File: config.mk
export PLATFORM = sky130hd
export DESIGN_NAME = lifo_stack_top_three_top
export DESIGN_NICKNAME = d
export VERILOG_FILES = /design/src/rtl/lts_pkg.sv /design/src/rtl/lts_mem.sv /design/src/rtl/lts_topk.sv /design/src/rtl/lts_outq.sv /design/src/rtl/lifo_stack_top_three_top.sv
export SDC_FILE = /design/constraint.sdc
export NUM_CORES = 1
export LEC_CHECK = 0
export ABC_AREA = 1
export ABC_CLOCK_PERIOD_IN_PS = 3850
export BUFFER_PORTS_ARGS = -buffer_cell sky130_fd_sc_hd__buf_2
export CAP_MARGIN = 20
export CORE_MARGIN = 2
export CORE_UTILIZATION = 45
export DETAILED_ROUTE_END_ITERATION = 12
export PLACE_DENSITY = 0.7
export SLEW_MARGIN = 20
export SYNTH_ARGS = -nofsm -noshare
export SYNTH_HDL_FRONTEND = slang
export SYNTH_SLANG_ARGS = --single-unit
File: constraint.sdc
create_clock -name i_clk -period 3.85 [get_ports i_clk]
set_input_delay 0.77 -clock i_clk [delete_from_list [all_inputs] [get_ports i_clk]]
set_output_delay 0.77 -clock i_clk [all_outputs]
set_load 0.005 [all_outputs]
File: src/rtl/lts_pkg.sv
// lts_pkg: shared types and constants for the LIFO stack with top-score query.
// Used by every module in rtl/.
`timescale 1ns / 1ps

package lts_pkg;

    localparam int DEF_STACK_DEPTH = 16;
    localparam int DEF_TOP_K       = 3;
    localparam int TAG_W           = 16;
    localparam int SCORE_W         = 16;

    typedef enum logic [1:0] {
        OP_PUSH = 2'd0,
        OP_POP  = 2'd1,
        OP_LIST = 2'd2,
        OP_TOP  = 2'd3
    } t_op;

    typedef enum logic [1:0] {
        KIND_ENTRY = 2'd0,
        KIND_DONE  = 2'd1,
        KIND_EMPTY = 2'd2,
        KIND_FULL  = 2'd3
    } t_kind;

    typedef struct packed {
        logic [TAG_W-1:0]   tag;
        logic [SCORE_W-1:0] score;
    } t_entry;

    typedef struct packed {
        t_kind  kind;
        t_entry ent;
        logic   last;
    } t_result;

endpackage

File: src/rtl/lts_mem.sv
// lts_mem: single-port-write, single-port-read entry store, registered read data.
// Depends on lts_pkg (t_entry).
`timescale 1ns / 1ps

module lts_mem #(
    parameter int DEPTH = lts_pkg::DEF_STACK_DEPTH,
    parameter int AW    = (DEPTH > 1) ? $clog2(DEPTH) : 1
) (
    input  logic            i_clk,
    input  logic            i_we,
    input  logic [AW-1:0]   i_waddr,
    input  lts_pkg::t_entry i_wdata,
    input  logic            i_re,
    input  logic [AW-1:0]   i_raddr,
    output lts_pkg::t_entry o_rdata
);

    lts_pkg::t_entry r_mem [DEPTH];
    lts_pkg::t_entry r_rdata;

    always_ff @(posedge i_clk) begin
        if (i_we) begin
            r_mem[i_waddr] <= i_wdata;
        end
    end

    always_ff @(posedge i_clk) begin
        if (i_re) begin
            r_rdata <= r_mem[i_raddr];
        end
    end

    assign o_rdata = r_rdata;

endmodule

File: src/rtl/lts_topk.sv
// lts_topk: sorted register list of the best TOP_K entries, one insertion per cycle.
// Depends on lts_pkg (t_entry).
`timescale 1ns / 1ps

module lts_topk #(
    parameter int TOP_K = lts_pkg::DEF_TOP_K,
    parameter int JW    = (TOP_K > 1) ? $clog2(TOP_K) : 1
) (
    input  logic            i_clk,
    input  logic            i_rst_n,
    input  logic            i_clr,
    input  logic            i_ins,
    input  lts_pkg::t_entry i_ent,
    input  logic [JW-1:0]   i_sel,
    output lts_pkg::t_entry o_ent
);

    lts_pkg::t_entry r_ent [TOP_K];
    lts_pkg::t_entry n_ent [TOP_K];
    lts_pkg::t_entry prev_ent [TOP_K];
    logic [TOP_K-1:0] r_vld;
    logic [TOP_K-1:0] n_vld;
    logic [TOP_K-1:0] gt;
    logic [TOP_K-1:0] prev_gt;
    logic [TOP_K-1:0] prev_vld;

    // strict compare: ties keep the earlier-scanned (newer) entry ahead
    always_comb begin
        prev_gt     = '0;
        prev_vld    = '0;
        prev_ent[0] = '0;
        for (int j = 0; j < TOP_K; j++) begin
            gt[j] = !r_vld[j] || (i_ent.score > r_ent[j].score);
        end
        for (int j = 1; j < TOP_K; j++) begin
            prev_gt[j]  = gt[j-1];
            prev_vld[j] = r_vld[j-1];
            prev_ent[j] = r_ent[j-1];
        end
        for (int j = 0; j < TOP_K; j++) begin
            n_ent[j] = r_ent[j];
            n_vld[j] = r_vld[j];
            if (i_ins && gt[j]) begin
                if (!prev_gt[j]) begin
                    n_ent[j] = i_ent;
                    n_vld[j] = 1'b1;
                end else begin
                    n_ent[j] = prev_ent[j];
                    n_vld[j] = r_vld[j] || prev_vld[j];
                end
            end
        end
    end

    always_ff @(posedge i_clk) begin
        if (!i_rst_n) begin
            r_vld <= '0;
        end else if (i_clr) begin
            r_vld <= '0;
        end else begin
            r_vld <= n_vld;
        end
    end

    always_ff @(posedge i_clk) begin
        for (int j = 0; j < TOP_K; j++) begin
            r_ent[j] <= n_ent[j];
        end
    end

    assign o_ent = r_ent[i_sel];

endmodule

File: src/rtl/lts_outq.sv
// lts_outq: two-entry result queue that decouples the sequencer from the receiver.
// Depends on lts_pkg (t_result).
`timescale 1ns / 1ps

module lts_outq (
    input  logic             i_clk,
    input  logic             i_rst_n,
    input  logic             i_enq,
    input  lts_pkg::t_result i_data,
    input  logic             i_deq,
    output logic             o_valid,
    output lts_pkg::t_result o_data,
    output logic [1:0]       o_cnt,
    output logic             o_full
);

    lts_pkg::t_result r_mem [2];
    logic       r_head;
    logic [1:0] r_cnt;
    logic       wr_idx;

    assign wr_idx  = r_head ^ r_cnt[0];
    assign o_valid = (r_cnt != 2'd0);
    assign o_full  = (r_cnt == 2'd2);
    assign o_cnt   = r_cnt;
    assign o_data  = r_mem[r_head];

    always_ff @(posedge i_clk) begin
        if (!i_rst_n) begin
            r_head <= 1'b0;
            r_cnt  <= 2'd0;
        end else begin
            if (i_deq) begin
                r_head <= ~r_head;
            end
            r_cnt <= r_cnt + {1'b0, i_enq} - {1'b0, i_deq};
        end
    end

    always_ff @(posedge i_clk) begin
        if (i_enq) begin
            r_mem[wr_idx] <= i_data;
        end
    end

endmodule

File: src/rtl/lifo_stack_top_three_top.sv
// lifo_stack_top_three_top: LIFO stack of (tag, score) entries with list and top-K query.
// Depends on lts_pkg, lts_mem, lts_topk, lts_outq.
//
// Usage:
//   Input channel (i_valid / o_ready) carries one operation per transaction:
//   push, pop, list (newest first) or top-K by score. Output channel
//   (o_valid / i_ready) carries results; o_last marks the final result of
//   each operation. One operation is in progress at a time.
//   Sequencing, n = stored entries:
//     push, pop, any empty-stack case: one result, queued in the cycle of accept.
//     list: n entries, one entry per cycle while the receiver is ready,
//       paced by the single memory read port.
//     top-K: a scan of all n entries (one memory read per cycle), then
//       emission of min(n, TOP_K) entries while the queue has room.
//   Reset clears the entry count and all control state; entry memory is
//   not cleared. A stalled receiver holds results in a two-entry queue;
//   list reads are throttled by queue credit, so nothing is dropped, and
//   no new transaction is accepted until the current one has drained its
//   results into the queue.
`timescale 1ns / 1ps

module lifo_stack_top_three_top #(
    parameter int STACK_DEPTH = lts_pkg::DEF_STACK_DEPTH,
    parameter int TOP_K       = lts_pkg::DEF_TOP_K
) (
    input  logic        i_clk,
    input  logic        i_rst_n,
    input  logic        i_valid,
    output logic        o_ready,
    input  logic [1:0]  i_op,
    input  logic [15:0] i_tag,
    input  logic [15:0] i_score,
    output logic        o_valid,
    input  logic        i_ready,
    output logic [1:0]  o_kind,
    output logic [15:0] o_tag_res,
    output logic [15:0] o_score_res,
    output logic        o_last
);

    localparam int AW = (STACK_DEPTH > 1) ? $clog2(STACK_DEPTH) : 1;
    localparam int CW = $clog2(STACK_DEPTH + 1);
    localparam int JW = (TOP_K > 1) ? $clog2(TOP_K) : 1;
    localparam int KW = $clog2(TOP_K + 1);

    typedef enum logic [4:0] {
        S_IDLE = 5'b00001,
        S_LIST = 5'b00010,
        S_SCAN = 5'b00100,
        S_WAIT = 5'b01000,
        S_EMIT = 5'b10000
    } t_state;

    t_state          r_state, n_state;
    logic [CW-1:0]   r_count, n_count;
    logic [AW-1:0]   r_addr, n_addr;
    logic            r_pend, n_pend;
    logic            r_pend_list, n_pend_list;
    logic            r_pend_last, n_pend_last;
    logic [JW-1:0]   r_j, n_j;
    logic [KW-1:0]   r_want, n_want;

    logic            in_fire;
    logic            deq;
    logic [1:0]      q_cnt;
    logic            q_full;
    logic            q_valid;
    lts_pkg::t_result q_out;
    logic            enq;
    lts_pkg::t_result enq_data;

    logic            mem_we;
    logic            mem_re;
    lts_pkg::t_entry wr_ent;
    lts_pkg::t_entry rd_ent;
    lts_pkg::t_entry top_ent;
    logic            topk_clr;
    logic            topk_ins;
    logic [CW-1:0]   cnt_m1;
    logic [2:0]      credit;
    logic            emit_last;

    assign in_fire = i_valid && o_ready;
    assign o_ready = (r_state == S_IDLE) && !r_pend && !q_full;
    assign deq     = q_valid && i_ready;
    assign cnt_m1  = r_count - 1'b1;
    assign credit  = {1'b0, q_cnt} + {2'b00, r_pend};
    assign wr_ent  = '{tag: i_tag, score: i_score};
    assign emit_last = (32'(r_j) + 1 == 32'(r_want));

    always_comb begin
        n_state     = r_state;
        n_count     = r_count;
        n_addr      = r_addr;
        n_pend      = 1'b0;
        n_pend_list = r_pend_list;
        n_pend_last = r_pend_last;
        n_j         = r_j;
        n_want      = r_want;
        mem_we      = 1'b0;
        mem_re      = 1'b0;
        topk_clr    = 1'b0;
        topk_ins    = 1'b0;
        enq         = 1'b0;
        enq_data    = '{kind: lts_pkg::KIND_DONE, ent: '0, last: 1'b1};

        if (r_pend) begin
            if (r_pend_list) begin
                enq      = 1'b1;
                enq_data = '{kind: lts_pkg::KIND_ENTRY, ent: rd_ent, last: r_pend_last};
            end else begin
                topk_ins = 1'b1;
            end
        end

        case (r_state)
            S_IDLE: begin
                if (in_fire) begin
                    enq = 1'b1;
                    if (lts_pkg::t_op'(i_op) == lts_pkg::OP_PUSH) begin
                        if (32'(r_count) >= STACK_DEPTH) begin
                            enq_data.kind = lts_pkg::KIND_FULL;
                        end else begin
                            mem_we  = 1'b1;
                            n_count = r_count + 1'b1;
                        end
                    end else if (r_count == '0) begin
                        enq_data.kind = lts_pkg::KIND_EMPTY;
                    end else if (lts_pkg::t_op'(i_op) == lts_pkg::OP_POP) begin
                        n_count = cnt_m1;
                    end else begin
                        enq    = 1'b0;
                        n_addr = cnt_m1[AW-1:0];
                        if (lts_pkg::t_op'(i_op) == lts_pkg::OP_LIST) begin
                            n_state = S_LIST;
                        end else begin
                            topk_clr = 1'b1;
                            n_state  = S_SCAN;
                            if (32'(r_count) < TOP_K) begin
                                n_want = KW'(r_count);
                            end else begin
                                n_want = KW'(TOP_K);
                            end
                        end
                    end
                end
            end
            S_LIST: begin
                if (credit <= 3'd1 + {2'b00, deq}) begin
                    mem_re      = 1'b1;
                    n_pend      = 1'b1;
                    n_pend_list = 1'b1;
                    n_pend_last = (r_addr == '0);
                    if (r_addr == '0) begin
                        n_state = S_IDLE;
                    end else begin
                        n_addr = r_addr - 1'b1;
                    end
                end
            end
            S_SCAN: begin
                mem_re      = 1'b1;
                n_pend      = 1'b1;
                n_pend_list = 1'b0;
                n_pend_last = 1'b0;
                if (r_addr == '0) begin
                    n_state = S_WAIT;
                end else begin
                    n_addr = r_addr - 1'b1;
                end
            end
            S_WAIT: begin
                n_j     = '0;
                n_state = S_EMIT;
            end
            S_EMIT: begin
                if (!q_full) begin
                    enq      = 1'b1;
                    enq_data = '{kind: lts_pkg::KIND_ENTRY, ent: top_ent, last: emit_last};
                    if (emit_last) begin
                        n_state = S_IDLE;
                    end else begin
                        n_j = r_j + 1'b1;
                    end
                end
            end
            default: begin
                n_state = S_IDLE;
            end
        endcase
    end

    always_ff @(posedge i_clk) begin
        if (!i_rst_n) begin
            r_state     <= S_IDLE;
            r_count     <= '0;
            r_addr      <= '0;
            r_pend      <= 1'b0;
            r_pend_list <= 1'b0;
            r_pend_last <= 1'b0;
            r_j         <= '0;
            r_want      <= '0;
        end else begin
            r_state     <= n_state;
            r_count     <= n_count;
            r_addr      <= n_addr;
            r_pend      <= n_pend;
            r_pend_list <= n_pend_list;
            r_pend_last <= n_pend_last;
            r_j         <= n_j;
            r_want      <= n_want;
        end
    end

    lts_mem #(
        .DEPTH (STACK_DEPTH),
        .AW    (AW)
    ) u_mem (
        .i_clk   (i_clk),
        .i_we    (mem_we),
        .i_waddr (r_count[AW-1:0]),
        .i_wdata (wr_ent),
        .i_re    (mem_re),
        .i_raddr (r_addr),
        .o_rdata (rd_ent)
    );

    lts_topk #(
        .TOP_K (TOP_K),
        .JW    (JW)
    ) u_topk (
        .i_clk   (i_clk),
        .i_rst_n (i_rst_n),
        .i_clr   (topk_clr),
        .i_ins   (topk_ins),
        .i_ent   (rd_ent),
        .i_sel   (r_j),
        .o_ent   (top_ent)
    );

    lts_outq u_outq (
        .i_clk   (i_clk),
        .i_rst_n (i_rst_n),
        .i_enq   (enq),
        .i_data  (enq_data),
        .i_deq   (deq),
        .o_valid (q_valid),
        .o_data  (q_out),
        .o_cnt   (q_cnt),
        .o_full  (q_full)
    );

    assign o_valid     = q_valid;
    assign o_kind      = q_out.kind;
    assign o_tag_res   = q_out.ent.tag;
    assign o_score_res = q_out.ent.score;
    assign o_last      = q_out.last;

endmodule
==> metrics, run 1 <==
DRC violations left 0; setup TNS 0 ps; Final Critical Period 2695 ps; clk_skew 19.71 ps; main combinational cell family by area after synthesis simple AND/OR/NAND/NOR gates; layout cells sized above 1 12.15%; Worst VDD drop 0.5543 mV; status finished, final reports clean; dpl hpwl 44,970 µm; top sig layer met5; synth warn 0; final std cell area, no fill 0.03505 mm²; kind of critical path reg -> reg; routed wl met3 5710 µm; P&R area growth vs syn 11.65%; Comb power frac 26.8%; IO Port Bufs 74; Final Wtd Congestion 0.8688; clk buf depth 3; final worst path period share 69.99%; Switching Share 32.95%; number of synthesized flops with an enable pin 710; Die Wd 268.1 µm; Worst slew margin 31.19%; core area 0.06883 mm²; H-tree levels 3; crit-path max FO 32; DRT iter0 DRCs 2,303; total clock sinks 740; largest net degree at the start of global routing 130; cts hold-fix bufs 0; via density per instance 5.651; CP Launch Type flip-flop; Die Span Y 268.1 µm; prevailing post-synth register cell edfxtp_1; Slew Viols, Final 0; Psw 0.007377 W; cts repair resizes 0; RSZ-0062 raised after global routing false; mean post-synth cell area 12.45 µm²; Clock Power Share 28.9%; Post-DP Area 0.03290 mm²; vias in the first global route 19,620; WL met1 30,150 µm; Seq/Total Area, Yosys 69.83%; P_int 0.01501 W; Synth Area in Simple Gates 10.97%; Final Hold Fails 0; area share of the largest cell type after synthesis 67.92%; Final ANT Viol Nets 0; Worst-path clk slew 60 ps; Worst-Margin Slew 1031 ps; drt pass-1 iters 6; clk root buf clkbuf_16; PwrDens 638.9 mW/mm²; Post-Syn Area 0.03139 mm²; I/O pins 75; dpl cells 3,429; fmax 371.1 MHz; Met2 Wirelength 34,540 µm; DR WL/cell 20.31 µm; Syn Nets 2,622; Setup Fix Bufs, Post-CTS 0; clock latency on the worst-skew pair 610 ps; area leader, netlist edfxtp_1; Die Area 0.07189 mm²; clock buffer count from CTS 73; mux contribution to synthesized area 1.798%; final core occ 50.92%; nets 2,675; CTS tree built; Synth Area in XOR/XNOR 0.2790%; fill count 5,708; initial antenna violation count 4; ys async rst share 0%; Initial Util 45.61%; Critical Path RT 4110 ps; max-cap violation count 0; via count 20,110; Compound-Gate Fraction of Synth Area 10.94%; Post-Route WL 72,260 µm; post-synthesis adder-cell area fraction 2.535%; # setup viols final 0; GRT Util Overall 20.27%; synthesized flop and latch total 740; Netlist cell types 43; Min-Delay Path Class reg -> reg; CP Capture Type flip-flop; LEAKAGE 12.12 nW; Worst EP arrival 2950 ps; Pwr Total 0.02239 W; Final Non-Filler Cells 3,558; GRT overflow 0; ranking of synthesized cells by area edfxtp_1 68%, o21ai_0 4.8%, nand2_1 4.1%, nor2_1 3.8%, o221ai_1 2.7%; # rows 96; Syn Inst Count 2,521; sequential power share 44.3%; first-pass GRT wire length 112,200 µm
synthesized netlist by cell type (2+ instances only):
cell type	number
ha_1	62
inv_1	103
a21oi_1	43
edfxtp_1	710
nor3_1	2
mux2i_1	17
nor2_1	318
nand3_2	4
or2_2	3
dfxtp_1	30
xnor2_1	2
buf_4	10
o21ai_1	2
o221ai_1	97
nor2_4	4
mux2_2	35
inv_2	5
xor2_1	8
nor3_4	2
nand3_1	129
nand2_2	7
o21ai_0	304
nor2_2	6
nand4_1	10
o31ai_1	2
buf_2	54
o211ai_1	76
o22ai_1	31
nand2_1	341
buf_6	6
clkinv_1	2
buf_1	5
clkbuf_1	80
a21o_1	2
layout by cell type (no fill, tap or decap), types with 8 or more instances in the layout:
| cell | Yosys | routed |
|---|---|---|
| clkinv_2 | 0 | 10 |
| nand4_1 | 10 | 10 |
| inv_1 | 103 | 102 |
| xor2_1 | 8 | 8 |
| nor2_4 | 4 | 23 |
| nand3_1 | 129 | 129 |
| edfxtp_1 | 710 | 710 |
| nor2_1 | 318 | 300 |
| mux2i_1 | 17 | 17 |
| clkbuf_1 | 80 | 21 |
| a21oi_1 | 43 | 40 |
| buf_2 | 54 | 74 |
| o22ai_1 | 31 | 31 |
| dfxtp_1 | 30 | 25 |
| nand2_1 | 341 | 341 |
| o21ai_0 | 304 | 304 |
| o211ai_1 | 76 | 76 |
| o221ai_1 | 97 | 97 |
| buf_4 | 10 | 52 |
| clkinv_1 | 2 | 18 |
| clkbuf_16 | 0 | 74 |
| mux2_2 | 35 | 35 |
| ha_1 | 62 | 62 |
sequential cells by signal, indices dropped and copies added (netlist names), 3 cells and up, named ones only:
signal,flops
r_count,5
u_mem.o_rdata,32
u_topk.r_vld,3
r_addr,4
u_mem.r_mem,512
u_outq.r_mem,70
r_state,5
u_topk.r_ent,96
critical path, cell delays in order (launching register included):
cell and delay [ps]:
edfxtp_1 520, ha_1 360, nand2_1 90, nor3_1 310
nand2_1 90, nand2_1 60, nand2_1 280, a21oi_4 210
buf_4 400
area by class of cell:
class,count,area [µm²],share of cell area [%]
Inverter,110,417.9,1.192
Timing Repair Buffer,133,900.9,2.570
Antenna cell,1,2.502,0.007140
Clock inverter,31,182.7,0.5212
Sequential cell,740,21930,62.59
Tap cell,931,1165,3.324
Multi-Input combinational cell,1516,8499,24.25
Clock buffer,96,1944,5.548
power by group through the flow:
| stage | clock network (W) | logic, W | registers (W) |
|---|---|---|---|
| after global routing | 0.00692 | 0.00661 | 0.00996 |
| final | 0.00647 | 0.00601 | 0.00991 |
| after floorplan | 0 | 0.00393 | 0.00996 |
| after global placement | 0 | 0.00580 | 0.0101 |
| after detailed placement | 0 | 0.00595 | 0.0101 |
| after CTS | 0.00659 | 0.00598 | 0.00991 |
metrics by stage:
step | setup WS [ps] | hold WS, ps
floorplan | 255.4 | 425.0
global placement | 735.4 | 468.6
detailed placement | 685.5 | 489.9
CTS | 1151 | 498.7
global route | 964.4 | 533.5
finish | 1155 | 501.5
cell families (layout without fill, tap and decap cells):
group | after synthesis | after routing
simple gates | 829 | 829
flops | 740 | 740
compound gates | 562 | 562
buf+inv | 265 | 370
fa+ha+maj | 63 | 63
mux | 52 | 52
xor+xnor | 10 | 10
other cells | 0 | 1
final timing paths:
| path | from | depth (start not counted) | endpoint | slack, ps |
|---|---|---|---|---|
| hold / removal | u_topk.r_vld[2]$_SDFFE_PP0P_ | 2 | u_topk.r_vld[2]$_SDFFE_PP0P_ | 500 |
| setup / recovery | u_mem.o_rdata[15]$_DFFE_PP_ | 8 | u_topk.r_ent[1][27]$_DFFE_PP_ | 1160 |
| hold reg to reg | u_topk.r_vld[2]$_SDFFE_PP0P_ | 2 | u_topk.r_vld[2]$_SDFFE_PP0P_ | 500 |
| setup reg to reg | u_mem.o_rdata[15]$_DFFE_PP_ | 8 | u_topk.r_ent[1][27]$_DFFE_PP_ | 1160 |
layer usage:
metal	track usage [%]	vias to the layer above
met4	6.523	4
met2	33.17	854
li1	-	9375
met1	27.54	9735
met5	0	-
met3	3.684	140
Power figures use the tool's default switching activity.
==> inputs of run 2 (changes only) <==
--- a/config.mk
+++ b/config.mk
@@ -6,7 +6,7 @@
 export NUM_CORES = 1
 export LEC_CHECK = 0
 export ABC_AREA = 1
-export ABC_CLOCK_PERIOD_IN_PS = 3850
+export ABC_CLOCK_PERIOD_IN_PS = 2500
 export BUFFER_PORTS_ARGS = -buffer_cell sky130_fd_sc_hd__buf_2
 export CAP_MARGIN = 20
 export CORE_MARGIN = 2
==> constraint.sdc (replaced) <==
create_clock -name i_clk -period 2.5 [get_ports i_clk]
set_input_delay 0.5 -clock i_clk [delete_from_list [all_inputs] [get_ports i_clk]]
set_output_delay 0.5 -clock i_clk [all_outputs]
set_load 0.005 [all_outputs]
==> run 2 against run 1 <==
  * Largest power group unchanged
  * Critical path depth fell by 5
  * The flow now finishes with violations (antenna violations)
  * Hold slack got worse by 250 ps
  * Final area rose by 2.3%
  * Core utilization rose by 1.2 points
==> metrics, run 2 (synthesis gave the netlist of run 1 again) <==
worst r2r src u_mem.o_rdata[7]$_DFFE_PP_; Final ANT Viol Nets 1 (+1); H-tree levels 3 (unchanged); I/O pins 75 (unchanged); most frequent cells in the layout 710 x edfxtp_1, 339 x nand2_1, 304 x o21ai_0, 300 x nor2_1, 129 x nand3_1; final hold slack 248.1 ps (-253.4 ps); fill count 5,660 (-0.84%); # rows 96 (unchanged); max FFs per register 512 (unchanged); crit-path max FO 35 (+9.4%); Worst slew margin 52.07% (+21 points); setup TNS 0 ps (unchanged); failing checks antenna violations; largest net degree at the start of global routing 137 (+5.4%); clk_skew 17.05 ps (-2.660 ps); flop-to-flop setup slack 150 ps (-1010 ps); worst setup margin 140.5 ps (-1015 ps); hold depth 3 (+1); crit-path leading delay family buffers and inverters; Hold Path Origin i_ready; total clock sinks 740 (unchanged); Post-Route WL 74,690 µm (+3.4%); final worst path period share 94.38%; final std cell area, no fill 0.03585 mm² (+2.3%); DRT iter0 DRCs 2,224 (-3.4%); Crit-path slowest cell mux2_2; sequential power share 43.0% (-1.3 points); area of the multi-input gates 0.008519 mm² (+0.24%); reg2reg end u_topk.r_ent[1][25]$_DFFE_PP_; Psw 0.01157 W (+57%); biggest regs u_mem.r_mem x512, u_topk.r_ent x96, u_outq.r_mem x70; PwrDens 989.0 mW/mm² (+55%); WHS Endpoint u_outq.o_cnt[1]$_SDFF_PN0_; DR WL/cell 20.80 µm (+2.4%); drt pass-1 iters 5 (-1); max-cap violation count 0 (unchanged); Worst VDD drop 0.7982 mV (+44%); IO Port Bufs 74 (unchanged); via count 20,590 (+2.4%); dpl hpwl 43,610 µm (-3.0%); Critical Path RT 2000 ps (-2110 ps); GRT Util Overall 20.84% (+0.56 points); clk root buf clkbuf_16; P_int 0.02388 W (+59%); Post-DP Area 0.03347 mm² (+1.7%); LEAKAGE 12.43 nW (+2.5%); Worst R2R Path Depth 11 (+3); Comb power frac 26.8% (about the same); Clock Power Share 30.2% (+1.3 points); dpl ws 89.56 ps (-596.0 ps); via density per instance 5.733 (+1.4%); crit-path max cell delay 400 ps (-120 ps); clock latency on the worst-skew pair 620 ps (about the same); GRT overflow 0 (unchanged); Die Wd 268.1 µm (unchanged); Min-Delay Path Class in -> reg; fmax 423.8 MHz; chain of cells forming the critical path buf_4 -> mux2_2 -> buf_2; CP Capture Type primary output; Worst EP arrival 1860 ps (-1090 ps); status finished, violations left; first-pass GRT wire length 115,100 µm (+2.6%); Final Hold Fails 0 (unchanged); Slew Viols, Final 0 (unchanged); CTS tree built; Die Span Y 268.1 µm (unchanged); Final Critical Period 2359 ps; Worst-Margin Slew 718.0 ps (-312.9 ps); Pwr Total 0.03546 W (+58%); core area 0.06883 mm² (unchanged); nets 2,697 (+0.82%); Biggest register u_mem.r_mem; Initial Util 45.61% (unchanged); CP Launch Type flip-flop; P&R area growth vs syn 14.21%; clk buf depth 3 (unchanged); Worst-path clk slew 50 ps (about the same); vias in the first global route 20,360 (+3.7%); # setup viols final 0 (unchanged); sequential standard cell area 0.02193 mm² (unchanged); WP buf/inv 2 (+1); most common cell after layout, fill and taps aside edfxtp_1; Die Area 0.07189 mm² (unchanged); clock buffer count from CTS 75 (+2.7%); Final Wtd Congestion 0.8887 (+2.3%); RSZ-0062 raised after global routing false; Switching Share 32.64% (-0.30 points); initial antenna violation count 7 (+3); DRC violations left 0 (unchanged); kind of critical path reg -> out; layout cells sized above 1 13.41% (+1.3 points)
-- run 2: cell count changes in the layout (fill, tap and decap cells not counted), sizes merged --
| cell | change |
|---|---|
| buf | +20 |
| clkinvlp | +6 |
| diode | +4 |
| bufinv | +3 |
| clkbuf | +1 |
| clkinv | -1 |
-- run 2: how the worst max path moves through the flow --
| stage | end | slack, ps | depth (start not counted) |
|---|---|---|---|
| 2_1_floorplan | u_outq.r_mem[0][0]$_DFFE_PP_ | -260 | 11 |
| 3_3_place_gp | u_mem.o_rdata[23]$_DFFE_PP_ | 160 | 11 |
| 3_5_place_dp | r_state[1]$_SDFFE_PN0P_ | 90 | 14 |
| 4_1_cts | u_topk.r_ent[1][14]$_DFFE_PP_ | 80 | 9 |
| 5_1_grt | u_mem.o_rdata[23]$_DFFE_PP_ | 20 | 12 |
| 6_report | o_tag_res[7] | 140 | 3 |
-- run 2: per-layer routing --
metal	up-vias	global-route usage, %	wire length, µm
li1	9412	-	-
met1	10110	27.92	31140
met2	907	33.96	35500
met3	154	3.977	6040
met4	6	7.580	1972
met5	-	0	35
-- run 2: through the flow --
stage,util (%),cells
2_1_floorplan,-,2521
3_3_place_gp,48.63,3448
3_5_place_dp,48.63,3448
4_1_cts,52.02,3584
5_1_grt,52.07,3586
6_report,52.09,3591
-- run 2: power groups by stage --
| stage | clock (W) | sequential [W] | combinational, W |
|---|---|---|---|
| 5_1_grt | 0.0114 | 0.0153 | 0.0105 |
| 6_report | 0.0107 | 0.0152 | 0.00950 |
| 4_1_cts | 0.0109 | 0.0152 | 0.00941 |
| 2_1_floorplan | 0 | 0.0153 | 0.00611 |
| 3_3_place_gp | 0 | 0.0154 | 0.00908 |
| 3_5_place_dp | 0 | 0.0155 | 0.00936 |
-- run 2: worst register-to-register path, stage by stage (launching register included) --
cell and delay, ps:
edfxtp_1 550, ha_1 380, nand2_1 70, nor2_1 160, nand2_1 70, nand2_1 60, nand2_1 50, nand2_1 50
nand2_1 90, buf_4 170, a21oi_4 150, buf_12 220
-- run 2: area by class of cell --
cell class / count / share of cell area [%]
Multi-Input combinational cell: 1516 / 23.76
Tap cell: 931 / 3.249
Clock inverter: 39 / 0.9318
Sequential cell: 740 / 61.18
Clock buffer: 97 / 5.584
Antenna cell: 5 / 0.03490
Timing Repair Buffer: 153 / 4.094
Inverter: 110 / 1.166
-- run 2: timing repair --
action	4_1_cts	5_1_grt
hold buffers	0	0
endpoints found under the setup margin	0	84
resized for setup	0	6
setup buffers	0	2
==> inputs of run 3 (changes only) <==
--- a/config.mk
+++ b/config.mk
@@ -9,10 +9,13 @@
 export ABC_CLOCK_PERIOD_IN_PS = 2500
 export BUFFER_PORTS_ARGS = -buffer_cell sky130_fd_sc_hd__buf_2
 export CAP_MARGIN = 20
+export CELL_PAD_IN_SITES_DETAIL_PLACEMENT = 1
+export CELL_PAD_IN_SITES_GLOBAL_PLACEMENT = 1
 export CORE_MARGIN = 2
 export CORE_UTILIZATION = 45
 export DETAILED_ROUTE_END_ITERATION = 12
-export PLACE_DENSITY = 0.7
+export PLACE_DENSITY = 0.8
+export REMOVE_ABC_BUFFERS = 1
 export SLEW_MARGIN = 20
 export SYNTH_ARGS = -nofsm -noshare
 export SYNTH_HDL_FRONTEND = slang
==> constraint.sdc (replaced) <==
create_clock -name i_clk -period 2.5 [get_ports i_clk]
set_input_delay 0.5 -clock i_clk [delete_from_list [all_inputs] [get_ports i_clk]]
set_output_delay 0.5 -clock i_clk [all_outputs]
set_load 0.1 [all_outputs]
==> run 3 against run 2 <==
  * Largest cell class unchanged
  * Power grew 11%
  * Critical endpoint is now u_topk.r_ent[1][15]$_DFFE_PP_
  * Via count grew 4.6%
  * Worst setup slack lost 120 ps
  * Sequential power is essentially flat
  * Register-to-register slack lost 130 ps
  * The flow now finishes without violations
  * Clock power grew 11%
  * Count of clock-buffer cells in the layout shrank 2
  * Clock skew grew 1.9 ps
  * Die area is the same
==> metrics, run 3 (synthesis gave the netlist of run 1 again) <==
status finished, final reports clean; GRT overflow 0 (unchanged); nets 2,729 (+1.2%); via count 21,540 (+4.6%); fmax 402.8 MHz (-5.0%); Worst EP arrival 2870 ps (+1010 ps); CP Launch Type flip-flop; clk root buf clkbuf_16; via density per instance 5.938 (+3.6%); cts hold-fix bufs 0 (unchanged); drt pass-1 iters 5 (unchanged); crit-path max FO 25 (-29%); Die Span Y 268.1 µm (unchanged); DR WL/cell 24.81 µm (+19%); first-pass GRT wire length 134,500 µm (+17%); Worst R2R Path Depth 10 (-1); GRT Util Overall 24.77% (+3.9 points); most used cell, CP nand2_1; crit-path max cell delay 470 ps (+70 ps); crit path from u_mem.o_rdata[14]$_DFFE_PP_; CP Capture Type flip-flop; DRC violations left 0 (unchanged); # rows 96 (unchanged); sequential standard cell area 0.02194 mm² (about the same); initial antenna violation count 11 (+4); hold depth 1 (-2); layout cells sized above 1 14.90% (+1.5 points); core area 0.06883 mm² (unchanged); Slew Viols, Final 0 (unchanged); vias in the first global route 23,020 (+13%); chain of cells forming the critical path buf_4 -> ha_1 -> nand2_1 -> nor3_1 -> nand3_1 -> nand2_4 -> nand2_1 -> buf_8 -> nand2_1 -> nand2_1; final worst path period share 99.31% (+4.9 points); PwrDens 1082 mW/mm² (+9.4%); Die Wd 268.1 µm (unchanged); area of the multi-input gates 0.008534 mm² (+0.18%); fill count 6,862 (+21%); Pwr Total 0.03951 W (+11%); final core occ 53.06% (+0.97 points); I/O pins 75 (unchanged); setup TNS 0 ps (unchanged); H-tree levels 3 (unchanged); clock buffer count from CTS 80 (+6.7%); P&R area growth vs syn 16.34%; largest net degree at the start of global routing 118 (-14%); Final ANT Viol Nets 0 (-1); Worst-Margin Slew 729.8 ps (+11.80 ps); Post-Route WL 90,010 µm (+21%); clk_skew 18.91 ps (+1.867 ps); DRT iter0 DRCs 1,968 (-12%); clk buf depth 3 (unchanged); WP buf/inv 2 (unchanged); kind of critical path reg -> reg; LEAKAGE 12.77 nW (+2.8%); critical path depth in cells 10 (+7); dpl hpwl 53,830 µm (+23%); max-cap violation count 0 (unchanged); dpl ws 9.414 ps (-80.15 ps); Worst-path clk slew 60 ps (about the same); final std cell area, no fill 0.03652 mm² (+1.9%); Critical Path RT 2890 ps (+890 ps); # setup viols final 0 (unchanged); Hold Path Origin i_tag[12]; IO Port Bufs 74 (unchanged); Min-Delay Path Class in -> reg; Final Hold Fails 0 (unchanged); biggest regs u_mem.r_mem x512, u_topk.r_ent x96, u_outq.r_mem x70; total clock sinks 740 (unchanged); Final Wtd Congestion 0.8517 (-4.2%); Die Area 0.07189 mm² (unchanged); worst r2r src u_mem.o_rdata[14]$_DFFE_PP_; worst setup margin 17.24 ps (-123.3 ps); most common cell after layout, fill and taps aside edfxtp_1; Biggest register u_mem.r_mem; Post-DP Area 0.03367 mm² (+0.62%); Initial Util 45.61% (unchanged); most frequent cells in the layout 710 x edfxtp_1, 336 x nand2_1, 304 x o21ai_0, 299 x nor2_1, 129 x nand3_1; Final Critical Period 2483 ps (+123.3 ps); max FFs per register 512 (unchanged); crit-path leading delay family simple AND/OR/NAND/NOR gates; CTS tree built; clock latency on the worst-skew pair 650 ps (+30 ps); Worst VDD drop 0.7035 mV (-12%); Worst slew margin 51.29% (-0.77 points); Crit-path slowest cell edfxtp_1
-- run 3: path summary, 6_finish.rpt --
kind,to,slack (ps)
setup reg to reg,u_topk.r_ent[1][15]$_DFFE_PP_,20
hold reg to reg,u_outq.r_head$_SDFFE_PN0P_,500
setup / recovery,u_topk.r_ent[1][15]$_DFFE_PP_,20
hold / removal,u_mem.r_mem[6][28]$_DFFE_PP_,230
-- run 3: cell type report --
type | instances | area share, %
diodes | 5 | 0.03426
clock buffers | 95 | 5.636
clock inverters | 51 | 1.559
inverters | 110 | 1.144
multi-input cells | 1516 | 23.37
flip-flops and latches | 740 | 60.07
well taps | 931 | 3.190
repair buffers | 180 | 5.002
-- run 3: worst reg2reg max path, stage by stage (launching register included) --
cell and delay, ps:
edfxtp_1 470, buf_4 200, ha_1 290, nand2_1 80, nor3_1 330, nand3_1 200
nand2_4 160, nand2_1 110, buf_8 200, nand2_1 100, nand2_1 80
-- run 3: per-layer routing --
layer	part of all wire (%)	track usage [%]	up-vias
met4	3.8	10.96	8
met1	39	30.20	10980
met3	6.1	4.435	241
met5	0.064	0	-
li1	-	-	9481
met2	51	43.07	829
-- run 3: what timing repair did --
item,CTS,global route
cloned,0,4
buffers inserted,1,8
resized for setup,2,13
pin swaps,0,1
setup endpoints to repair,21,148
-- run 3: stage by stage --
| step | instances | hold WS [ps] |
|---|---|---|
| floorplan | 2366 | 425.0 |
| global placement | 3464 | 465.9 |
| CTS | 3611 | 188.9 |
| finish | 3628 | 230.4 |
| global route | 3627 | 223.0 |
| detailed placement | 3464 | 486.6 |
-- run 3: power by group --
part	switching, W	internal [W]
Clock	0.00502	0.00690
Combinational	0.00921	0.00308
Sequential	0.000517	0.0148
